[config.mk]
export PLATFORM = sky130hd
export DESIGN_NAME = rv32_subset_execute_unit_flat
export DESIGN_NICKNAME = d
export VERILOG_FILES = /design/src/hw/rtl/rvx_pkg.sv /design/src/hw/rtl/rvx_if.sv /design/src/hw/rtl/rvx_ram.sv /design/src/hw/rtl/rv32_subset_execute_unit.sv /design/src/flat_wrapper.sv
export SDC_FILE = /design/constraint.sdc
export NUM_CORES = 2
export LEC_CHECK = 0
export BUFFER_PORTS_ARGS = -buffer_cell sky130_fd_sc_hd__buf_2
export CAP_MARGIN = 20
export CORE_MARGIN = 2
export CORE_UTILIZATION = 50
export CTS_CLUSTER_DIAMETER = 50
export DETAILED_ROUTE_END_ITERATION = 7
export PLACE_DENSITY = 0.68
export SLEW_MARGIN = 20
export SYNTH_ARGS = -nofsm -noshare
export SYNTH_HDL_FRONTEND = slang
export SYNTH_HIERARCHICAL = 1
export SYNTH_SLANG_ARGS = --single-unit
[constraint.sdc]
create_clock -name clk -period 8.9 [get_ports clk]
set_input_delay 0.445 -clock clk [delete_from_list [all_inputs] [get_ports clk]]
set_output_delay 0.445 -clock clk [all_outputs]
set_load 0.005 [all_outputs]
[src/hw/rtl/rvx_pkg.sv]
// Shared constants and types for the RV32 subset execute unit.
package rvx_pkg;

  // Register file size and configuration reset
  localparam int unsigned    RegCountDefault = 32;
  localparam logic [31:0]    EndAddressReset = 32'h0000_1000;

  // Major opcodes
  localparam logic [6:0] OpLui    = 7'b0110111;
  localparam logic [6:0] OpAuipc  = 7'b0010111;
  localparam logic [6:0] OpJal    = 7'b1101111;
  localparam logic [6:0] OpJalr   = 7'b1100111;
  localparam logic [6:0] OpAluImm = 7'b0010011;
  localparam logic [6:0] OpAluReg = 7'b0110011;

  // Function codes
  localparam logic [2:0] F3Add = 3'b000;
  localparam logic [6:0] F7Add = 7'b0000000;
  localparam logic [6:0] F7Sub = 7'b0100000;

  // Upper immediate mask
  localparam logic [31:0] UpperMask = 32'hFFFF_F000;

  typedef logic [31:0] word_t;
  typedef logic [4:0]  reg_idx_t;

  // Last register write, used to bypass the register file read
  typedef struct packed {
    logic     valid;
    reg_idx_t index;
    word_t    value;
  } fwd_t;

  // Sign-extended I-type immediate
  function automatic word_t imm_i(input word_t w);
    return {{20{w[31]}}, w[31:20]};
  endfunction

  // Sign-extended J-type immediate
  function automatic word_t imm_j(input word_t w);
    return {{11{w[31]}}, w[31], w[19:12], w[20], w[30:21], 1'b0};
  endfunction

endpackage

[src/hw/rtl/rvx_if.sv]
// Handshake interfaces for the instruction channel and the result channel.
interface rvx_req_if;
  logic        valid;
  logic        ready;
  logic [31:0] instruction;

  modport source (output valid, output instruction, input ready);
  modport sink   (input valid, input instruction, output ready);
endinterface

interface rvx_rsp_if;
  logic        valid;
  logic        ready;
  logic [31:0] next_pc;
  logic        write_enable;
  logic [4:0]  write_index;
  logic [31:0] write_value;
  logic        unsupported;
  logic        stop;

  modport source (output valid, output next_pc, output write_enable, output write_index,
                  output write_value, output unsupported, output stop, input ready);
  modport sink   (input valid, input next_pc, input write_enable, input write_index,
                  input write_value, input unsupported, input stop, output ready);
endinterface

[src/hw/rtl/rvx_ram.sv]
// Generic single-write, single-read RAM with registered read data.
module rvx_ram #(
  parameter int unsigned Width = 32,
  parameter int unsigned Depth = 32
) (
  input  logic                     clk,
  input  logic                     we,
  input  logic [$clog2(Depth)-1:0] waddr,
  input  logic [Width-1:0]         wdata,
  input  logic                     re,
  input  logic [$clog2(Depth)-1:0] raddr,
  output logic [Width-1:0]         rdata
);

  logic [Width-1:0] mem [Depth];

  // Write port
  always_ff @(posedge clk) begin
    if (we) begin
      mem[waddr] <= wdata;
    end
  end

  // Registered read, old data on a same-address write
  always_ff @(posedge clk) begin
    if (re) begin
      rdata <= mem[raddr];
    end
  end

endmodule

[src/hw/rtl/rv32_subset_execute_unit.sv]
// Top level of the RV32 subset execute unit (LUI, AUIPC, JAL, JALR, ADDI, ADD, SUB).
//
// Executes one RISC-V instruction per beat on req, the word fetched at the pc that the
// previous result reported (zero after reset), and returns one result beat on rsp with
// the next pc, the register write, an unsupported flag and a stop flag (next pc at or
// beyond end_address, written through cfg_write/cfg_data). Throughput is one instruction
// per clock unless rsp stalls; after acceptance, rsp valid comes from the output register:
// the source operands are read from two register file RAMs at acceptance, the instruction
// executes in the following cycle and its result lands in the output register. A bypass
// from the last write covers back-to-back dependencies. The register file reads as zero
// after reset through per-entry valid bits, so there is no clearing pass. Unsupported
// encodings write nothing and step the pc by 4; the stop flag does not halt execution.
module rv32_subset_execute_unit #(
  parameter int unsigned RegCount = rvx_pkg::RegCountDefault
) (
  input  logic        clk,
  input  logic        rst,
  rvx_req_if.sink     req,
  rvx_rsp_if.source   rsp,
  input  logic        cfg_write,
  input  logic [31:0] cfg_data
);

  localparam int unsigned IdxW = $clog2(RegCount);

  // Pipeline control
  logic              s1_valid;
  logic              accept;
  logic              advance;

  // Execute stage registers
  rvx_pkg::word_t    s1_instr;
  rvx_pkg::word_t    pc;
  rvx_pkg::word_t    end_address;
  logic [RegCount-1:0] reg_valid;
  rvx_pkg::fwd_t     fwd;

  // Register file read data
  rvx_pkg::word_t    rd1_q;
  rvx_pkg::word_t    rd2_q;

  // Decode and execute
  logic [6:0]        opcode;
  rvx_pkg::reg_idx_t rd;
  logic [2:0]        funct3;
  rvx_pkg::reg_idx_t rs1;
  rvx_pkg::reg_idx_t rs2;
  logic [6:0]        funct7;
  rvx_pkg::word_t    opa;
  rvx_pkg::word_t    opb;
  rvx_pkg::word_t    pc_plus4;
  rvx_pkg::word_t    pc_next;
  rvx_pkg::word_t    result;
  logic              writes;
  logic              unsup;
  logic              wr_en;

  assign accept  = req.valid && req.ready;
  assign advance = s1_valid && (!rsp.valid || rsp.ready);
  assign req.ready = !s1_valid || advance;

  // Register file: one RAM per source port, both written alike
  rvx_ram #(.Width(32), .Depth(RegCount)) u_rf_a (
    .clk   (clk),
    .we    (wr_en),
    .waddr (rd[IdxW-1:0]),
    .wdata (result),
    .re    (accept),
    .raddr (req.instruction[15 +: IdxW]),
    .rdata (rd1_q)
  );

  rvx_ram #(.Width(32), .Depth(RegCount)) u_rf_b (
    .clk   (clk),
    .we    (wr_en),
    .waddr (rd[IdxW-1:0]),
    .wdata (result),
    .re    (accept),
    .raddr (req.instruction[20 +: IdxW]),
    .rdata (rd2_q)
  );

  // Split the instruction fields
  assign opcode = s1_instr[6:0];
  assign rd     = s1_instr[11:7];
  assign funct3 = s1_instr[14:12];
  assign rs1    = s1_instr[19:15];
  assign rs2    = s1_instr[24:20];
  assign funct7 = s1_instr[31:25];

  // Source operands: zero for x0 and out-of-range indexes, bypass the last write
  always_comb begin
    opa = '0;
    if (rs1 != '0 && int'(rs1) < int'(RegCount)) begin
      if (fwd.valid && fwd.index == rs1) begin
        opa = fwd.value;
      end else if (reg_valid[rs1[IdxW-1:0]]) begin
        opa = rd1_q;
      end
    end
  end

  always_comb begin
    opb = '0;
    if (rs2 != '0 && int'(rs2) < int'(RegCount)) begin
      if (fwd.valid && fwd.index == rs2) begin
        opb = fwd.value;
      end else if (reg_valid[rs2[IdxW-1:0]]) begin
        opb = rd2_q;
      end
    end
  end

  // Execute
  assign pc_plus4 = pc + 32'd4;

  always_comb begin
    pc_next = pc_plus4;
    result  = '0;
    writes  = 1'b0;
    unsup   = 1'b0;
    unique case (opcode)
      rvx_pkg::OpLui: begin
        result = s1_instr & rvx_pkg::UpperMask;
        writes = 1'b1;
      end
      rvx_pkg::OpAuipc: begin
        result = pc + (s1_instr & rvx_pkg::UpperMask);
        writes = 1'b1;
      end
      rvx_pkg::OpJal: begin
        result  = pc_plus4;
        pc_next = pc + rvx_pkg::imm_j(s1_instr);
        writes  = 1'b1;
      end
      rvx_pkg::OpJalr: begin
        if (funct3 == rvx_pkg::F3Add) begin
          result  = pc_plus4;
          pc_next = (opa + rvx_pkg::imm_i(s1_instr)) & ~32'd1;
          writes  = 1'b1;
        end else begin
          unsup = 1'b1;
        end
      end
      rvx_pkg::OpAluImm: begin
        if (funct3 == rvx_pkg::F3Add) begin
          result = opa + rvx_pkg::imm_i(s1_instr);
          writes = 1'b1;
        end else begin
          unsup = 1'b1;
        end
      end
      rvx_pkg::OpAluReg: begin
        if (funct3 == rvx_pkg::F3Add && funct7 == rvx_pkg::F7Add) begin
          result = opa + opb;
          writes = 1'b1;
        end else if (funct3 == rvx_pkg::F3Add && funct7 == rvx_pkg::F7Sub) begin
          result = opa - opb;
          writes = 1'b1;
        end else begin
          unsup = 1'b1;
        end
      end
      default: begin
        unsup = 1'b1;
      end
    endcase
  end

  // Drop writes to x0 and to registers beyond the file
  assign wr_en = advance && writes && rd != '0 && int'(rd) < int'(RegCount);

  // Control state: stage valid, pc, configuration, valid bits, bypass, output valid
  always_ff @(posedge clk) begin
    if (rst) begin
      s1_valid    <= 1'b0;
      pc          <= '0;
      end_address <= rvx_pkg::EndAddressReset;
      reg_valid   <= '0;
      fwd.valid   <= 1'b0;
      rsp.valid   <= 1'b0;
    end else begin
      if (accept) begin
        s1_valid <= 1'b1;
      end else if (advance) begin
        s1_valid <= 1'b0;
      end
      if (cfg_write) begin
        end_address <= cfg_data;
      end
      if (advance) begin
        pc        <= pc_next;
        rsp.valid <= 1'b1;
      end else if (rsp.ready) begin
        rsp.valid <= 1'b0;
      end
      if (wr_en) begin
        reg_valid[rd[IdxW-1:0]] <= 1'b1;
        fwd.valid               <= 1'b1;
        fwd.index               <= rd;
        fwd.value               <= result;
      end
    end
  end

  // Payload registers
  always_ff @(posedge clk) begin
    if (accept) begin
      s1_instr <= req.instruction;
    end
    if (advance) begin
      rsp.next_pc      <= pc_next;
      rsp.write_enable <= wr_en;
      rsp.write_index  <= wr_en ? rd : '0;
      rsp.write_value  <= wr_en ? result : '0;
      rsp.unsupported  <= unsup;
      rsp.stop         <= (pc_next >= end_address);
    end
  end

  // Checks
  a_no_x0_write: assert property (@(posedge clk) disable iff (rst)
    rsp.valid && rsp.write_enable |-> rsp.write_index != '0)
    else $error("write reported to x0");

  a_write_in_range: assert property (@(posedge clk) disable iff (rst)
    rsp.valid && rsp.write_enable |-> int'(rsp.write_index) < int'(RegCount))
    else $error("write reported beyond register file");

  a_unsup_no_write: assert property (@(posedge clk) disable iff (rst)
    rsp.valid && rsp.unsupported |-> !rsp.write_enable)
    else $error("unsupported instruction wrote a register");

  a_advance_shows: assert property (@(posedge clk) disable iff (rst)
    advance |=> rsp.valid && rsp.next_pc == pc)
    else $error("executed instruction missing from output or pc out of step");

endmodule
[src/flat_wrapper.sv]
// flat-port wrapper written by rule: the top's interface ports become plain ports
module rv32_subset_execute_unit_flat 
#(
  parameter int unsigned RegCount = rvx_pkg::RegCountDefault
)
  (clk, rst, cfg_write, cfg_data, req_valid, req_instruction, req_ready, rsp_valid, rsp_next_pc, rsp_write_enable, rsp_write_index, rsp_write_value, rsp_unsupported, rsp_stop, rsp_ready);
  rvx_req_if req_i ();
  rvx_rsp_if rsp_i ();
  input  logic clk;
  input  logic rst;
  input  logic cfg_write;
  input  logic [31:0] cfg_data;
  input wire logic [$bits(req_i.valid)-1:0] req_valid;
  input wire logic [$bits(req_i.instruction)-1:0] req_instruction;
  output wire logic [$bits(req_i.ready)-1:0] req_ready;
  output wire logic [$bits(rsp_i.valid)-1:0] rsp_valid;
  output wire logic [$bits(rsp_i.next_pc)-1:0] rsp_next_pc;
  output wire logic [$bits(rsp_i.write_enable)-1:0] rsp_write_enable;
  output wire logic [$bits(rsp_i.write_index)-1:0] rsp_write_index;
  output wire logic [$bits(rsp_i.write_value)-1:0] rsp_write_value;
  output wire logic [$bits(rsp_i.unsupported)-1:0] rsp_unsupported;
  output wire logic [$bits(rsp_i.stop)-1:0] rsp_stop;
  input wire logic [$bits(rsp_i.ready)-1:0] rsp_ready;
  assign req_i.valid = req_valid;
  assign req_i.instruction = req_instruction;
  assign req_ready = req_i.ready;
  assign rsp_valid = rsp_i.valid;
  assign rsp_next_pc = rsp_i.next_pc;
  assign rsp_write_enable = rsp_i.write_enable;
  assign rsp_write_index = rsp_i.write_index;
  assign rsp_write_value = rsp_i.write_value;
  assign rsp_unsupported = rsp_i.unsupported;
  assign rsp_stop = rsp_i.stop;
  assign rsp_i.ready = rsp_ready;
  rv32_subset_execute_unit #(.RegCount(RegCount)) u_core (.clk(clk), .rst(rst), .req(req_i), .rsp(rsp_i), .cfg_write(cfg_write), .cfg_data(cfg_data));
endmodule
==> results.ini <==
[worst_setup_path]
worst_ep_arrival_time_ns=8.29
critical-path-slowest-cell=sky130_fd_sc_hd__edfxtp_1
critPathCaptureType=flop
worst_setup_path_start_kind=flop
critical_path.max_fanout=34
cp_top_family=compound AO/OA/AOI/OAI gates
max_stage_delay_ns=1.06
critical_path_buf_inv_count=2
timing.setup.critical_path_class=reg2reg
crit_path_cell_trace=mux2i_1 > a22oi_1 > nand2_1 > o32a_1 > a21oi_2 > buf_4 > a22o_1 > nand2_1 > ha_1 > nor2b_1 > o21ai_0 > a21oi_1 > o211ai_1 > o2111ai_1 > a221oi_1 > o21ai_0 > a21oi_1 > nor2_1 > or4_1 > nand3_2 > buf_4
worst_ep_required_time_ns=9.53

[power]
powerDensity_nw_per_um2=206
leakage_dissipation_nw=40.3
ir_worst_vdd_mv=0.191

[logic_synthesis]
synth.area.top_cells=sky130_fd_sc_hd__edfxtp_1 66%, sky130_fd_sc_hd__mux2i_1 11%, sky130_fd_sc_hd__a21oi_1 2.2%
synth_area_leader_cell=sky130_fd_sc_hd__edfxtp_1
synth_cell_type_count=97
ys_warn_count=6
synth_top_area_share=0.660
postSynthCellCount=7115
synth_edf_count=2253
syn_avg_cell_area_sq_um=14.4
ys.flop_type=sky130_fd_sc_hd__edfxtp_1
postSynthRegisterBits=2352
synthesis.nets=7353
synth-async-reset-ratio=0
syn_area_sq_um=103000
register_area_share_after_synthesis=0.679

[cells_and_area]
final_core_util=0.564
layout-drive-gt1-share=0.110
area.growth.synth_to_final_pct=12.4
nNetsFinal=7602
number_of_fillers_in_the_final_layout=16100
instances_no_fill=10200
top_regs=u_core/u_rf_a/mem: 1024 flops, u_core/u_rf_b/mem: 1024 flops, u_core/fwd: 38 flops

[timing]
max_freq_ghz=0.131
timing.final.max_slew_violations=0
finalWorstSetupSlack_ns=1.25
max_slew.worst_pin.slew_ns=1.08
min_period_over_period=0.860
setup_total_negative_slack_ns=0
finalClockSkew_ns=0.0528
setup_violations=0
max-slew-margin-rel=0.279
rsz0062_at_grt=false
fin_crit_ns=7.65
hold_viol=0

[clock_tree]
htree_levels=4
cts_made_buffers=232
ctsResizeCount=0
clock_tree_from_tritoncts=built
clock_latency_on_the_worst_skew_pair_ns=0.90
clock_sinks=2352
ctsRootBufferMaster=sky130_fd_sc_hd__clkbuf_16
cts_max_path_buffers=3
path_clk_slew_ns=0.06

[route]
post_drt_wl_per_cell_um=28.9
drtIter0Drc=7537
postRouteWirelength_mm=296
drtAntennaViolNets=0
via_per_inst=6.25
num_vias=64100
drtPass1Iterations=7
drc=0

[die]
chipHeight_um=457
chipWidth_um=457
core_sq_um=204000
floorplan.rows=166
number_of_primary_i_o_pins=143
die_area_sq_um=209000
starting_utilization_of_the_core_area=0.502

[global_route]
grt_start_max_net_pins=126
via_count_of_the_first_global_routing_pass=60800
antenna_found_initial=17
grt_usage=0.278
grt_pass1_wl_mm=425
grt_overflow=0

[place]
pre_cts_ws_ns=1.42
place.port_buffers=142
detailedPlacementHpwl_mm=181
place.gp.congestion=0.955
place.detailed.instances=9753

[flow_run]
max-cap-violations=0

[run_status]
status=finished clean

[worst_hold_path]
worst_hold_path_type=in2reg

worst paths after layout:
path	end	depth (start not counted)	start	slack [ns]
max reg2reg	u_core/u_rf_a/mem[18][26]$_DFFE_PP_	21	u_core/s1_instr[21]$_DFFE_PP_	1.25
min reg2reg	u_core/reg_valid[25]$_SDFFE_PP0P_	1	u_core/reg_valid[25]$_SDFFE_PP0P_	0.49
max	u_core/u_rf_a/mem[18][26]$_DFFE_PP_	21	u_core/s1_instr[21]$_DFFE_PP_	1.25
min	u_core/rsp.valid$_SDFFE_PP0P_	3	rst	0.23
metrics by stage:
step	total power, mW	area, sq um	hold WS (ns)
after detailed placement	14.4	107000	0.470
after global routing	24.4	115000	0.232
after global placement	14.4	107000	0.476
after CTS	23.9	115000	0.000195
after floorplan	13.7	103000	0.447
final	23.7	115000	0.230
timing repair:
| item | in CTS | in global routing |
|---|---|---|
| hold buffers | 64 | 1 |
| hold endpoints to repair | 63 | 1 |
| setup buffers | 0 | 0 |
cell usage in the layout (no fill, tap or decap), types with 19 or more instances in the layout:
master,instances
sky130_fd_sc_hd__and2_1,41
sky130_fd_sc_hd__clkbuf_1,56
sky130_fd_sc_hd__nand3b_1,19
sky130_fd_sc_hd__dfxtp_1,99
sky130_fd_sc_hd__clkinv_2,28
sky130_fd_sc_hd__o21ai_0,137
sky130_fd_sc_hd__buf_12,30
sky130_fd_sc_hd__nor2_1,208
sky130_fd_sc_hd__a21oi_1,446
sky130_fd_sc_hd__o21bai_1,34
sky130_fd_sc_hd__nor2b_1,20
sky130_fd_sc_hd__o2bb2ai_1,22
sky130_fd_sc_hd__and3_1,31
sky130_fd_sc_hd__clkbuf_16,235
sky130_fd_sc_hd__a31oi_1,85
sky130_fd_sc_hd__nor2_4,67
sky130_fd_sc_hd__nand3_1,285
sky130_fd_sc_hd__xor2_1,28
sky130_fd_sc_hd__buf_4,174
sky130_fd_sc_hd__nor3_1,126
sky130_fd_sc_hd__a22o_1,159
sky130_fd_sc_hd__dlygate4sd3_1,65
sky130_fd_sc_hd__edfxtp_1,2253
sky130_fd_sc_hd__o22ai_1,23
sky130_fd_sc_hd__clkinv_1,51
sky130_fd_sc_hd__ha_1,164
sky130_fd_sc_hd__a21o_1,49
sky130_fd_sc_hd__o211ai_1,28
sky130_fd_sc_hd__xnor2_1,99
sky130_fd_sc_hd__nand4_1,39
sky130_fd_sc_hd__a22oi_1,215
sky130_fd_sc_hd__buf_2,140
sky130_fd_sc_hd__nand2b_1,26
sky130_fd_sc_hd__nand2_1,448
sky130_fd_sc_hd__inv_1,150
sky130_fd_sc_hd__mux2i_1,1098
Yosys cell counts, drive strengths merged (8+ instances only):
master	number
o221ai	11
nor3	132
xor2	29
nand2b	26
mux2i	1098
xnor2	99
o21bai	35
o2111ai	9
or3	18
or3b	11
and3	31
nor2	277
nand3b	19
ha	164
nor4	17
o211ai	29
nand3	290
a211oi	18
nand4	39
a31oi	86
buf	176
a31o	9
clkbuf	222
o2bb2ai	22
o41ai	8
dfxtp	99
a21oi	448
a21o	50
o21a	15
a221o	9
nor2b	22
and2	45
a22o	159
or2	14
a221oi	16
a22oi	215
o21ai	146
edfxtp	2253
o31ai	11
nand2	457
o31a	8
o22ai	23
inv	151
worst min-delay path, delay by kind of cell:
kind	cells	cell delay, ns
and+or+nand+nor	1	0.18
buffers and inverters	2	0.45
logic make-up (layout without fill, tap and decap cells):
kind of cell	after synthesis	after routing	synth area share
XOR/XNOR	128	128	0.0110
other	0	10	0
buffers and inverters	551	987	0.0258
flip-flops	2352	2352	0.679
adder cells (fa/ha/maj)	171	171	0.0212
multiplexers	1104	1104	0.108
AND/OR/NAND/NOR	1419	1419	0.0646
AO/OA/AOI/OAI	1390	1390	0.0908
final cells by class:
type	instances	area [sq um]	share of cell area
Multi-Input combinational cell	4212	31000	0.269
Tap cell	2688	3360	0.0292
Clock inverter	124	1220	0.0106
Clock buffer	297	6170	0.0535
Sequential cell	2352	69600	0.604
Timing Repair Buffer	413	3320	0.0288
Inverter	153	577	0.00500
Antenna cell	10	25.0	0.000217
metal layers:
layer / wire length, um / global-route usage / vias to the layer above / part of all wire
met3: 23600 / 0.0382 / 473 / 0.080
met5: 0 / 0 / - / 0
met2: 137000 / 0.436 / 2963 / 0.46
met1: 125000 / 0.399 / 32500 / 0.42
li1: - / - / 28100 / -
met4: 10600 / 0.0961 / 0 / 0.036
report_power, final:
part	internal (mW)	leakage (nW)	switching [mW]
logic	0.675	16.3	1.39
clock network	5.42	3.60	4.11
registers	12.1	20.4	0.0814
Power figures use the tool's default switching activity.
